## config.mk

```make
export PLATFORM = sky130hd
export DESIGN_NAME = wall_texture_coordinate_stepper_flat
export DESIGN_NICKNAME = d
export VERILOG_FILES = /design/src/sv/wtcs_pkg.sv /design/src/sv/wtcs_if.sv /design/src/sv/wall_texture_coordinate_stepper.sv /design/src/sv/wtcs_ctrl.sv /design/src/sv/wtcs_dp.sv /design/src/flat_wrapper.sv
export SDC_FILE = /design/constraint.sdc
export NUM_CORES = 2
export LEC_CHECK = 0
export BUFFER_PORTS_ARGS = -buffer_cell sky130_fd_sc_hd__buf_2
export CAP_MARGIN = 20
export CELL_PAD_IN_SITES_DETAIL_PLACEMENT = 0
export CELL_PAD_IN_SITES_GLOBAL_PLACEMENT = 2
export CORE_MARGIN = 5
export CORE_UTILIZATION = 42
export CTS_BUF_LIST = sky130_fd_sc_hd__clkbuf_4 sky130_fd_sc_hd__clkbuf_8 sky130_fd_sc_hd__clkbuf_16
export DETAILED_ROUTE_END_ITERATION = 8
export PLACE_DENSITY_LB_ADDON = 0.1
export SYNTH_ARGS = -nofsm -noshare
export SYNTH_HDL_FRONTEND = slang
export SYNTH_HIERARCHICAL = 1
export SYNTH_SLANG_ARGS = --single-unit
```

## constraint.sdc

```tcl
create_clock -name clk -period 9.68 [get_ports clk]
set_input_delay 0.484 -clock clk [delete_from_list [all_inputs] [get_ports clk]]
set_output_delay 0.484 -clock clk [all_outputs]
set_load 0.01 [all_outputs]
```

## src/sv/wtcs_pkg.sv

```systemverilog
// ----------------------------------------------------------------------------
// wtcs_pkg
// Shared types, constants and helpers for the wall texture coordinate stepper.
// ----------------------------------------------------------------------------
package wtcs_pkg;

  // Field widths
  localparam int FRAC_W   = 16;
  localparam int HEIGHT_W = 16;
  localparam int COL_W    = 12;
  localparam int ROW_W    = 10;
  localparam int SEL_W    = 2;
  localparam int TEX_W    = 10;
  localparam int WIDTH_W  = 11;
  localparam int HLOG_W   = 4;

  // Configuration port
  localparam int CFG_IDX_W  = 3;
  localparam int CFG_DATA_W = 11;

  // Register indexes
  localparam logic [CFG_IDX_W-1:0] REG_EAST_WIDTH        = 3'd0;
  localparam logic [CFG_IDX_W-1:0] REG_WEST_WIDTH        = 3'd1;
  localparam logic [CFG_IDX_W-1:0] REG_SOUTH_WIDTH       = 3'd2;
  localparam logic [CFG_IDX_W-1:0] REG_NORTH_WIDTH       = 3'd3;
  localparam logic [CFG_IDX_W-1:0] REG_EAST_HEIGHT_LOG2  = 3'd4;
  localparam logic [CFG_IDX_W-1:0] REG_WEST_HEIGHT_LOG2  = 3'd5;
  localparam logic [CFG_IDX_W-1:0] REG_SOUTH_HEIGHT_LOG2 = 3'd6;
  localparam logic [CFG_IDX_W-1:0] REG_NORTH_HEIGHT_LOG2 = 3'd7;

  // Texture select codes
  localparam logic [SEL_W-1:0] FACE_EAST  = 2'd0;
  localparam logic [SEL_W-1:0] FACE_WEST  = 2'd1;
  localparam logic [SEL_W-1:0] FACE_SOUTH = 2'd2;
  localparam logic [SEL_W-1:0] FACE_NORTH = 2'd3;

  // Register reset values
  localparam logic [WIDTH_W-1:0] WIDTH_RESET = 11'd64;
  localparam logic [HLOG_W-1:0]  HLOG_RESET  = 4'd6;
  localparam logic [HLOG_W-1:0]  HLOG_MAX    = 4'd10;

  // Fixed point: 11.16 step, 32.16 position
  localparam int FRAC_BITS = 16;
  localparam int STEP_W    = 27;
  localparam int POS_W     = 48;
  localparam int DIV_BITS  = STEP_W;

  localparam int SCREEN_HEIGHT_DEFAULT = 1024;

  // Datapath commands
  typedef struct packed {
    logic in_ready;
    logic capture;
    logic setup;
    logic div_step;
    logic mul;
    logic emit;
  } wtcs_cmd_t;

  // Datapath status
  typedef struct packed {
    logic out_full;
  } wtcs_stat_t;

  // Clamp a height log2 to the largest supported texture
  function automatic logic [HLOG_W-1:0] sat_log2(input logic [HLOG_W-1:0] l);
    sat_log2 = (l > HLOG_MAX) ? HLOG_MAX : l;
  endfunction

endpackage

```

## src/sv/wtcs_if.sv

```systemverilog
// ----------------------------------------------------------------------------
// wtcs_if
// Valid/ready channels: pixel input word, texel output word, register writes.
// ----------------------------------------------------------------------------
interface wtcs_in_if;
  logic                          valid;
  logic                          ready;
  logic                          first_row;
  logic                          hit_side;
  logic                          ray_x_positive;
  logic                          ray_y_positive;
  logic [wtcs_pkg::FRAC_W-1:0]   wall_fraction;
  logic [wtcs_pkg::HEIGHT_W-1:0] wall_height;
  logic [wtcs_pkg::COL_W-1:0]    column;
  logic [wtcs_pkg::ROW_W-1:0]    row;

  modport source (output valid, first_row, hit_side, ray_x_positive, ray_y_positive,
                  wall_fraction, wall_height, column, row, input ready);
  modport sink   (input valid, first_row, hit_side, ray_x_positive, ray_y_positive,
                  wall_fraction, wall_height, column, row, output ready);
endinterface

interface wtcs_out_if;
  logic                       valid;
  logic                       ready;
  logic [wtcs_pkg::SEL_W-1:0] texture_select;
  logic [wtcs_pkg::TEX_W-1:0] texture_x;
  logic [wtcs_pkg::TEX_W-1:0] texture_y;
  logic [wtcs_pkg::COL_W-1:0] out_column;
  logic [wtcs_pkg::ROW_W-1:0] out_row;

  modport source (output valid, texture_select, texture_x, texture_y, out_column,
                  out_row, input ready);
  modport sink   (input valid, texture_select, texture_x, texture_y, out_column,
                  out_row, output ready);
endinterface

interface wtcs_cfg_if;
  logic                            valid;
  logic                            ready;
  logic [wtcs_pkg::CFG_IDX_W-1:0]  index;
  logic [wtcs_pkg::CFG_DATA_W-1:0] data;

  modport source (output valid, index, data, input ready);
  modport sink   (input valid, index, data, output ready);
endinterface

```

## src/sv/wall_texture_coordinate_stepper.sv

```systemverilog
// ----------------------------------------------------------------------------
// wall_texture_coordinate_stepper
// A row word goes from capture to emit; a first-row word runs column setup,
// the 27-iteration restoring divider that forms the 11.16 vertical step and
// the start multiply before emit. Emit waits while the output is stalled.
// Input is taken only in idle; a new word is taken while a result waits.
// Reset (rst, synchronous): config to 64 wide / log2 height 6, state cleared.
// ----------------------------------------------------------------------------
module wall_texture_coordinate_stepper #(
  parameter int SCREEN_HEIGHT = wtcs_pkg::SCREEN_HEIGHT_DEFAULT
) (
  input  logic       clk,
  input  logic       rst,
  wtcs_in_if.sink    pixel_in,
  wtcs_out_if.source pixel_out,
  wtcs_cfg_if.sink   cfg
);

  wtcs_pkg::wtcs_cmd_t  cmd;
  wtcs_pkg::wtcs_stat_t stat;

  // Sequencer
  wtcs_ctrl u_ctrl (
    .clk          (clk),
    .rst          (rst),
    .in_valid     (pixel_in.valid),
    .in_first_row (pixel_in.first_row),
    .stat         (stat),
    .cmd          (cmd)
  );

  // Arithmetic and storage
  wtcs_dp #(
    .SCREEN_HEIGHT (SCREEN_HEIGHT)
  ) u_dp (
    .clk       (clk),
    .rst       (rst),
    .cmd       (cmd),
    .stat      (stat),
    .pixel_in  (pixel_in),
    .pixel_out (pixel_out),
    .cfg       (cfg)
  );

endmodule

```

## src/sv/wtcs_ctrl.sv

```systemverilog
// ----------------------------------------------------------------------------
// wtcs_ctrl
// Sequencer: accept a word, run column setup, the step divider and the start
// multiply on a first row, then emit one result word.
// ----------------------------------------------------------------------------
module wtcs_ctrl (
  input  logic                 clk,
  input  logic                 rst,
  input  logic                 in_valid,
  input  logic                 in_first_row,
  input  wtcs_pkg::wtcs_stat_t stat,
  output wtcs_pkg::wtcs_cmd_t  cmd
);

  localparam logic [2:0] ST_IDLE  = 3'd0;
  localparam logic [2:0] ST_SETUP = 3'd1;
  localparam logic [2:0] ST_DIV   = 3'd2;
  localparam logic [2:0] ST_MUL   = 3'd3;
  localparam logic [2:0] ST_EMIT  = 3'd4;

  localparam int CNT_W = $clog2(wtcs_pkg::DIV_BITS);
  localparam logic [CNT_W-1:0] CNT_LAST = CNT_W'(wtcs_pkg::DIV_BITS - 1);

  logic [2:0]       state;
  logic [2:0]       state_next;
  logic [CNT_W-1:0] div_cnt;

  // Next state and commands
  always_comb begin
    state_next = state;
    cmd        = '0;
    case (state)
      ST_IDLE: begin
        cmd.in_ready = 1'b1;
        if (in_valid) begin
          cmd.capture = 1'b1;
          state_next  = in_first_row ? ST_SETUP : ST_EMIT;
        end
      end
      ST_SETUP: begin
        cmd.setup  = 1'b1;
        state_next = ST_DIV;
      end
      ST_DIV: begin
        cmd.div_step = 1'b1;
        if (div_cnt == CNT_LAST) begin
          state_next = ST_MUL;
        end
      end
      ST_MUL: begin
        cmd.mul    = 1'b1;
        state_next = ST_EMIT;
      end
      ST_EMIT: begin
        if (!stat.out_full) begin
          cmd.emit   = 1'b1;
          state_next = ST_IDLE;
        end
      end
      default: begin
        state_next = ST_IDLE;
      end
    endcase
  end

  // State register
  always_ff @(posedge clk) begin
    if (rst) begin
      state <= ST_IDLE;
    end else begin
      state <= state_next;
    end
  end

  // Count divider iterations
  always_ff @(posedge clk) begin
    if (rst) begin
      div_cnt <= '0;
    end else if (cmd.setup) begin
      div_cnt <= '0;
    end else if (cmd.div_step) begin
      div_cnt <= div_cnt + CNT_W'(1);
    end
  end

endmodule

```

## src/sv/wtcs_dp.sv

```systemverilog
// ----------------------------------------------------------------------------
// wtcs_dp
// Datapath: configuration registers, texture pick and texel column, restoring
// step divider, start position multiply, position stepping, output register.
// ----------------------------------------------------------------------------
module wtcs_dp #(
  parameter int SCREEN_HEIGHT = wtcs_pkg::SCREEN_HEIGHT_DEFAULT
) (
  input  logic                 clk,
  input  logic                 rst,
  input  wtcs_pkg::wtcs_cmd_t  cmd,
  output wtcs_pkg::wtcs_stat_t stat,
  wtcs_in_if.sink              pixel_in,
  wtcs_out_if.source           pixel_out,
  wtcs_cfg_if.sink             cfg
);

  localparam int SH_LOG2 = $clog2(SCREEN_HEIGHT);
  localparam int OFS_W   = ((SH_LOG2 > wtcs_pkg::HEIGHT_W) ? SH_LOG2 : wtcs_pkg::HEIGHT_W) + 1;
  localparam int STEP_W  = wtcs_pkg::STEP_W;
  localparam int POS_W   = wtcs_pkg::POS_W;
  localparam int PROD_W  = OFS_W + STEP_W + 1;
  localparam int TXP_W   = wtcs_pkg::FRAC_W + wtcs_pkg::WIDTH_W;
  localparam int HW      = wtcs_pkg::HEIGHT_W;

  // Configuration registers
  logic [wtcs_pkg::WIDTH_W-1:0] cfg_width [4];
  logic [wtcs_pkg::HLOG_W-1:0]  cfg_hlog  [4];

  // Captured input word
  logic                          it_side;
  logic                          it_xpos;
  logic                          it_ypos;
  logic [wtcs_pkg::FRAC_W-1:0]   it_frac;
  logic [HW-1:0]                 it_h;
  logic [wtcs_pkg::COL_W-1:0]    it_col;
  logic [wtcs_pkg::ROW_W-1:0]    it_row;

  // Column state
  logic [wtcs_pkg::SEL_W-1:0]    current_texture;
  logic [wtcs_pkg::TEX_W-1:0]    texel_column;
  logic [STEP_W-1:0]             position_step;
  logic [POS_W-1:0]              texture_position;

  // Divider and start offset
  logic [STEP_W-1:0]             quo;
  logic [HW-1:0]                 rem;
  logic [HW-1:0]                 divisor;
  logic [OFS_W-1:0]              ofs;

  // Output register
  logic                          out_valid;
  logic [wtcs_pkg::SEL_W-1:0]    out_sel;
  logic [wtcs_pkg::TEX_W-1:0]    out_tx;
  logic [wtcs_pkg::TEX_W-1:0]    out_ty;
  logic [wtcs_pkg::COL_W-1:0]    out_col;
  logic [wtcs_pkg::ROW_W-1:0]    out_rw;

  // Combinational setup terms
  logic [wtcs_pkg::SEL_W-1:0]    sel;
  logic                          mirror;
  logic [wtcs_pkg::WIDTH_W-1:0]  wz;
  logic [TXP_W-1:0]              tx_prod;
  logic [wtcs_pkg::WIDTH_W-1:0]  tx;
  logic [wtcs_pkg::WIDTH_W-1:0]  txm;
  logic [HW-1:0]                 hz;
  logic [wtcs_pkg::SEL_W-1:0]    hl_addr;
  logic [wtcs_pkg::HLOG_W-1:0]   hl;
  logic [HW:0]                   shifted;
  logic                          fits;
  logic signed [PROD_W-1:0]      start_prod;
  logic [wtcs_pkg::TEX_W:0]      mask_full;

  assign pixel_in.ready = cmd.in_ready;
  assign cfg.ready      = 1'b1;
  assign stat.out_full  = out_valid && !pixel_out.ready;

  // Configuration writes
  always_ff @(posedge clk) begin
    if (rst) begin
      for (int i = 0; i < 4; i++) begin
        cfg_width[i] <= wtcs_pkg::WIDTH_RESET;
        cfg_hlog[i]  <= wtcs_pkg::HLOG_RESET;
      end
    end else if (cfg.valid && cfg.ready) begin
      if (cfg.index inside {[wtcs_pkg::REG_EAST_WIDTH:wtcs_pkg::REG_NORTH_WIDTH]}) begin
        cfg_width[cfg.index[1:0]] <= cfg.data;
      end else begin
        cfg_hlog[cfg.index[1:0]] <= cfg.data[wtcs_pkg::HLOG_W-1:0];
      end
    end
  end

  // Capture the input word
  always_ff @(posedge clk) begin
    if (cmd.capture) begin
      it_side <= pixel_in.hit_side;
      it_xpos <= pixel_in.ray_x_positive;
      it_ypos <= pixel_in.ray_y_positive;
      it_frac <= pixel_in.wall_fraction;
      it_h    <= pixel_in.wall_height;
      it_col  <= pixel_in.column;
      it_row  <= pixel_in.row;
    end
  end

  // Texture pick, texel column, height log2 lookup
  always_comb begin
    if (it_side) begin
      sel    = it_ypos ? wtcs_pkg::FACE_SOUTH : wtcs_pkg::FACE_NORTH;
      mirror = it_ypos;
    end else begin
      sel    = it_xpos ? wtcs_pkg::FACE_EAST : wtcs_pkg::FACE_WEST;
      mirror = !it_xpos;
    end
    wz      = (cfg_width[sel] == '0) ? wtcs_pkg::WIDTH_W'(1) : cfg_width[sel];
    tx_prod = TXP_W'(it_frac) * TXP_W'(wz);
    tx      = tx_prod[TXP_W-1:wtcs_pkg::FRAC_BITS];
    txm     = mirror ? (wz - wtcs_pkg::WIDTH_W'(1) - tx) : tx;
    hz      = (it_h == '0) ? HW'(1) : it_h;
    hl_addr = cmd.setup ? sel : current_texture;
    hl      = wtcs_pkg::sat_log2(cfg_hlog[hl_addr]);
  end

  // One restoring division step
  always_comb begin
    shifted = {rem, quo[STEP_W-1]};
    fits    = shifted >= {1'b0, divisor};
  end

  assign start_prod = $signed(ofs) * $signed({1'b0, quo});
  assign mask_full  = ((wtcs_pkg::TEX_W+1)'(1) << hl) - (wtcs_pkg::TEX_W+1)'(1);

  // Column setup, division, start position, stepping
  always_ff @(posedge clk) begin
    if (rst) begin
      current_texture  <= '0;
      texel_column     <= '0;
      position_step    <= '0;
      texture_position <= '0;
    end else begin
      if (cmd.setup) begin
        current_texture <= sel;
        texel_column    <= txm[wtcs_pkg::TEX_W-1:0];
      end
      if (cmd.mul) begin
        position_step    <= quo;
        texture_position <= POS_W'(start_prod);
      end else if (cmd.emit) begin
        texture_position <= texture_position + POS_W'(position_step);
      end
    end
  end

  // Divider registers and start offset
  always_ff @(posedge clk) begin
    if (cmd.setup) begin
      quo     <= STEP_W'(1) << (5'(hl) + 5'(wtcs_pkg::FRAC_BITS));
      rem     <= '0;
      divisor <= hz;
      ofs     <= OFS_W'(it_row) + OFS_W'(it_h >> 1) - OFS_W'(SCREEN_HEIGHT / 2);
    end else if (cmd.div_step) begin
      quo <= {quo[STEP_W-2:0], fits};
      rem <= fits ? HW'(shifted - {1'b0, divisor}) : shifted[HW-1:0];
    end
  end

  // Output word valid
  always_ff @(posedge clk) begin
    if (rst) begin
      out_valid <= 1'b0;
    end else if (cmd.emit) begin
      out_valid <= 1'b1;
    end else if (pixel_out.ready) begin
      out_valid <= 1'b0;
    end
  end

  // Output word payload
  always_ff @(posedge clk) begin
    if (cmd.emit) begin
      out_sel <= current_texture;
      out_tx  <= texel_column;
      out_ty  <= texture_position[wtcs_pkg::FRAC_BITS +: wtcs_pkg::TEX_W]
                 & mask_full[wtcs_pkg::TEX_W-1:0];
      out_col <= it_col;
      out_rw  <= it_row;
    end
  end

  assign pixel_out.valid          = out_valid;
  assign pixel_out.texture_select = out_sel;
  assign pixel_out.texture_x      = out_tx;
  assign pixel_out.texture_y      = out_ty;
  assign pixel_out.out_column     = out_col;
  assign pixel_out.out_row        = out_rw;

endmodule

```

## src/flat_wrapper.sv

```systemverilog
// flat-port wrapper written by rule: the top's interface ports become plain ports
module wall_texture_coordinate_stepper_flat 
#(
  parameter int SCREEN_HEIGHT = wtcs_pkg::SCREEN_HEIGHT_DEFAULT
)
  (clk, rst, pixel_in_valid, pixel_in_first_row, pixel_in_hit_side, pixel_in_ray_x_positive, pixel_in_ray_y_positive, pixel_in_wall_fraction, pixel_in_wall_height, pixel_in_column, pixel_in_row, pixel_in_ready, pixel_out_valid, pixel_out_texture_select, pixel_out_texture_x, pixel_out_texture_y, pixel_out_out_column, pixel_out_out_row, pixel_out_ready, cfg_valid, cfg_index, cfg_data, cfg_ready);
  wtcs_in_if pixel_in_i ();
  wtcs_out_if pixel_out_i ();
  wtcs_cfg_if cfg_i ();
  input  logic clk;
  input  logic rst;
  input wire logic [$bits(pixel_in_i.valid)-1:0] pixel_in_valid;
  input wire logic [$bits(pixel_in_i.first_row)-1:0] pixel_in_first_row;
  input wire logic [$bits(pixel_in_i.hit_side)-1:0] pixel_in_hit_side;
  input wire logic [$bits(pixel_in_i.ray_x_positive)-1:0] pixel_in_ray_x_positive;
  input wire logic [$bits(pixel_in_i.ray_y_positive)-1:0] pixel_in_ray_y_positive;
  input wire logic [$bits(pixel_in_i.wall_fraction)-1:0] pixel_in_wall_fraction;
  input wire logic [$bits(pixel_in_i.wall_height)-1:0] pixel_in_wall_height;
  input wire logic [$bits(pixel_in_i.column)-1:0] pixel_in_column;
  input wire logic [$bits(pixel_in_i.row)-1:0] pixel_in_row;
  output wire logic [$bits(pixel_in_i.ready)-1:0] pixel_in_ready;
  output wire logic [$bits(pixel_out_i.valid)-1:0] pixel_out_valid;
  output wire logic [$bits(pixel_out_i.texture_select)-1:0] pixel_out_texture_select;
  output wire logic [$bits(pixel_out_i.texture_x)-1:0] pixel_out_texture_x;
  output wire logic [$bits(pixel_out_i.texture_y)-1:0] pixel_out_texture_y;
  output wire logic [$bits(pixel_out_i.out_column)-1:0] pixel_out_out_column;
  output wire logic [$bits(pixel_out_i.out_row)-1:0] pixel_out_out_row;
  input wire logic [$bits(pixel_out_i.ready)-1:0] pixel_out_ready;
  input wire logic [$bits(cfg_i.valid)-1:0] cfg_valid;
  input wire logic [$bits(cfg_i.index)-1:0] cfg_index;
  input wire logic [$bits(cfg_i.data)-1:0] cfg_data;
  output wire logic [$bits(cfg_i.ready)-1:0] cfg_ready;
  assign pixel_in_i.valid = pixel_in_valid;
  assign pixel_in_i.first_row = pixel_in_first_row;
  assign pixel_in_i.hit_side = pixel_in_hit_side;
  assign pixel_in_i.ray_x_positive = pixel_in_ray_x_positive;
  assign pixel_in_i.ray_y_positive = pixel_in_ray_y_positive;
  assign pixel_in_i.wall_fraction = pixel_in_wall_fraction;
  assign pixel_in_i.wall_height = pixel_in_wall_height;
  assign pixel_in_i.column = pixel_in_column;
  assign pixel_in_i.row = pixel_in_row;
  assign pixel_in_ready = pixel_in_i.ready;
  assign pixel_out_valid = pixel_out_i.valid;
  assign pixel_out_texture_select = pixel_out_i.texture_select;
  assign pixel_out_texture_x = pixel_out_i.texture_x;
  assign pixel_out_texture_y = pixel_out_i.texture_y;
  assign pixel_out_out_column = pixel_out_i.out_column;
  assign pixel_out_out_row = pixel_out_i.out_row;
  assign pixel_out_i.ready = pixel_out_ready;
  assign cfg_i.valid = cfg_valid;
  assign cfg_i.index = cfg_index;
  assign cfg_i.data = cfg_data;
  assign cfg_ready = cfg_i.ready;
  wall_texture_coordinate_stepper #(.SCREEN_HEIGHT(SCREEN_HEIGHT)) u_core (.clk(clk), .rst(rst), .pixel_in(pixel_in_i), .pixel_out(pixel_out_i), .cfg(cfg_i));
endmodule
```

==> flow_summary.yaml <==
run_status:
  outcome: "finished, final reports clean"
global_routing:
  grt_usage: 0.206
  grt_pass1_wl_mm: 123
  overflow: 0
  antenna_found_initial: 1
  grt_pass1_vias: 21583
  grt_max_degree: 81
yosys:
  synth_area_sq_um: 29400
  syn_inst: 2956
  syn_area_per_cell_sq_um: 9.93
  synth-main-ff-cell: "edfxtp_1"
  async_reset_ff_frac: 0
  synth_edf_count: 221
  synth_fp_nets: 3611
  yosysWarnings: 6
  synth-seq-cells: 310
  synth_cell_types: 81
  ys_seq_area_frac: 0.287
clock_network:
  cts_root_buf: "clkbuf_16"
  h-tree-depth: 2
  clk_latency_ns: 0.55
  cts_tree: "yes"
  path_clk_slew_ns: 0.07
  cts_buffer_depth: 3
  clock-sinks: 310
  cts_buffers: 35
  ctsHoldBuffers: 0
  cts_resized: 0
  cts_setup_buffers: 0
setup_path:
  worst-setup-path-type: "reg2reg"
  r2r_start: "u_core/u_dp/it_xpos"
  path_buf_inv: 2
  worstReg2RegEnd: "u_core/u_dp/texel_column[9]"
  max_stage_delay_ns: 0.81
  crit_fanout: 24
  cp.arrival_ns: 9.23
  cp_top_family: "adder cells"
  cpMostUsedCell: "fa_1"
  end_kind: "flip-flop"
  crit_path_top_delay_cell: "mux4_1"
  required_ns: 10.16
  critPathLaunchType: "flip-flop"
  r2r_cells: 27
  rrSetupSlack_ns: 0.93
final_layout:
  layout-drive-gt1-share: 0.0887
  fill_cells: 6723
  final_common_cell: "inv_1"
  diodes: 0
  area_delta_synth_final_pct: 9.46
  nets: 3661
  mostFrequentLayoutCells: "inv_1, fa_1, nand2_1, and2_1, ha_1"
sta:
  fin_skew_ns: 0.0202
  slew_headroom: 0.303
  finalCritPeriodShare: 0.904
  setup_tns_ns: 0
  worst_pin_slew_ns: 1.05
  setup_viol: 0
  post-route-min-period_ns: 8.75
  final-hold-violation-count: 0
  slew_violations: 0
  max_freq_mhz: 114
  rsz0062_at_grt: "no"
routing:
  wirelength_mm: 75.6
  route.detailed.drc: 0
  routed_via_density: 5.10
  first_iter_violations: 923
  drt_pre_antenna_iters: 5
  drtAntennaViolNets: 0
  vias: 20243
  routedWlPerCell_um: 19.0
die:
  pin_count: 124
  dieArea_sq_um: 75300
  die_h_um: 274
  coreArea_sq_um: 69700
  die_w_um: 274
  rows: 97
  floorplan.initialDensity: 0.421
placed_design:
  gp_congestion: 0.829
  io_buffer_count: 122
  dpl.hpwl_mm: 57.7
job:
  maxCapViolations: 0
worst_hold_path:
  hp-start: "pixel_in_row[9]"
  hp-class: "in2reg"
  hold_depth: 1
  min_to: "u_core/u_dp/it_row[9]"
per-layer routing:
layer	vias up	routed length, um	global-route usage
met5	-	0	0
met4	0	1520	0.0423
met3	101	2430	0.0232
met2	336	36500	0.350
met1	10197	35200	0.289
li1	9609	-	-
how the worst max path moves through the flow:
stage / from / to / slack, ns / depth (start not counted)
finish: u_core/u_dp/it_xpos / u_core/u_dp/texel_column[9] / 0.93 / 27
detailed placement: u_core/u_dp/it_xpos / u_core/u_dp/texel_column[9] / 0.96 / 27
global placement: u_core/u_dp/it_xpos / u_core/u_dp/texel_column[9] / 1.03 / 31
global route: u_core/u_dp/it_xpos / u_core/u_dp/texel_column[9] / 0.40 / 27
floorplan: u_core/u_dp/it_side / u_core/u_dp/texel_column[9] / 1.78 / 33
CTS: u_core/u_dp/it_xpos / u_core/u_dp/texel_column[9] / 0.94 / 27
cell type report:
| class | count | area, sq um | area share |
|---|---|---|---|
| multi-input cells | 2020 | 18600 | 0.578 |
| flip-flops and latches | 310 | 8420 | 0.262 |
| inverters | 483 | 1810 | 0.0564 |
| well taps | 940 | 1180 | 0.0366 |
| clock buffers | 38 | 922 | 0.0287 |
| repair buffers | 156 | 893 | 0.0278 |
| clock inverters | 25 | 330 | 0.0103 |
sequential cells by signal, summed over array words and instances (netlist names), 2 cells and up:
name	cells
u_core/u_dp/pixel_out.out_column	12
u_core/u_dp/cfg_width	44
u_core/u_dp/current_texture	2
u_core/u_dp/divisor	16
u_core/u_dp/rem	16
u_core/u_dp/pixel_out.texture_x	10
u_core/u_dp/it_h	16
u_core/u_dp/ofs	17
u_core/u_dp/texel_column	10
u_core/u_dp/cfg_hlog	16
u_core/u_dp/pixel_out.texture_select	2
u_core/u_dp/it_col	12
u_core/u_dp/it_frac	16
u_core/u_dp/it_row	10
u_core/u_dp/pixel_out.out_row	10
u_core/u_ctrl/state	3
u_core/u_dp/position_step	26
u_core/u_ctrl/div_cnt	5
u_core/u_dp/pixel_out.texture_y	10
u_core/u_dp/quo	27
u_core/u_dp/texture_position	26
per-stage QoR:
step	hold slack [ns]	setup slack, ns	utilization	area (sq um)	cells
3_3_place_gp	0.402	1.03	0.443	30800	3907
6_report	0.105	0.931	0.461	32100	3972
2_1_floorplan	0.400	1.78	-	29400	2956
3_5_place_dp	0.405	0.963	0.443	30900	3908
5_1_grt	0.0769	0.404	0.461	32100	3972
4_1_cts	0.0626	0.940	0.461	32100	3971
logic make-up (layout without fill, tap and decap cells):
family          after synthesis  count (layout)  synth area share
other cells                   1               1          0.000128
simple gates                940             940             0.157
compound gates              327             327            0.0755
mux                          62              62            0.0282
xor+xnor                    112             112            0.0337
flops                       310             310             0.287
buf+inv                     626             702            0.0810
fa+ha+maj                   578             578             0.337
synthesized netlist by cell type, drive strengths merged (30+ instances only):
cell    instances  area share
inv           483       0.062
fa            356        0.24
nand2         350       0.045
and2          242       0.052
ha            222       0.095
edfxtp        221        0.23
nor2          142       0.018
clkbuf        127       0.016
a21oi          89       0.015
dfxtp          89       0.061
xnor2          80       0.024
o21ai          53      0.0090
mux2i          46       0.017
a211oi         43       0.011
nor2b          41      0.0087
nor3           33      0.0056
xor2           32      0.0095
nand2b         30      0.0064
nand3          30      0.0051
Power is left out: the tool's default activity adds up to more than one toggle a clock period on the data nets, which glitch-free logic cannot reach.
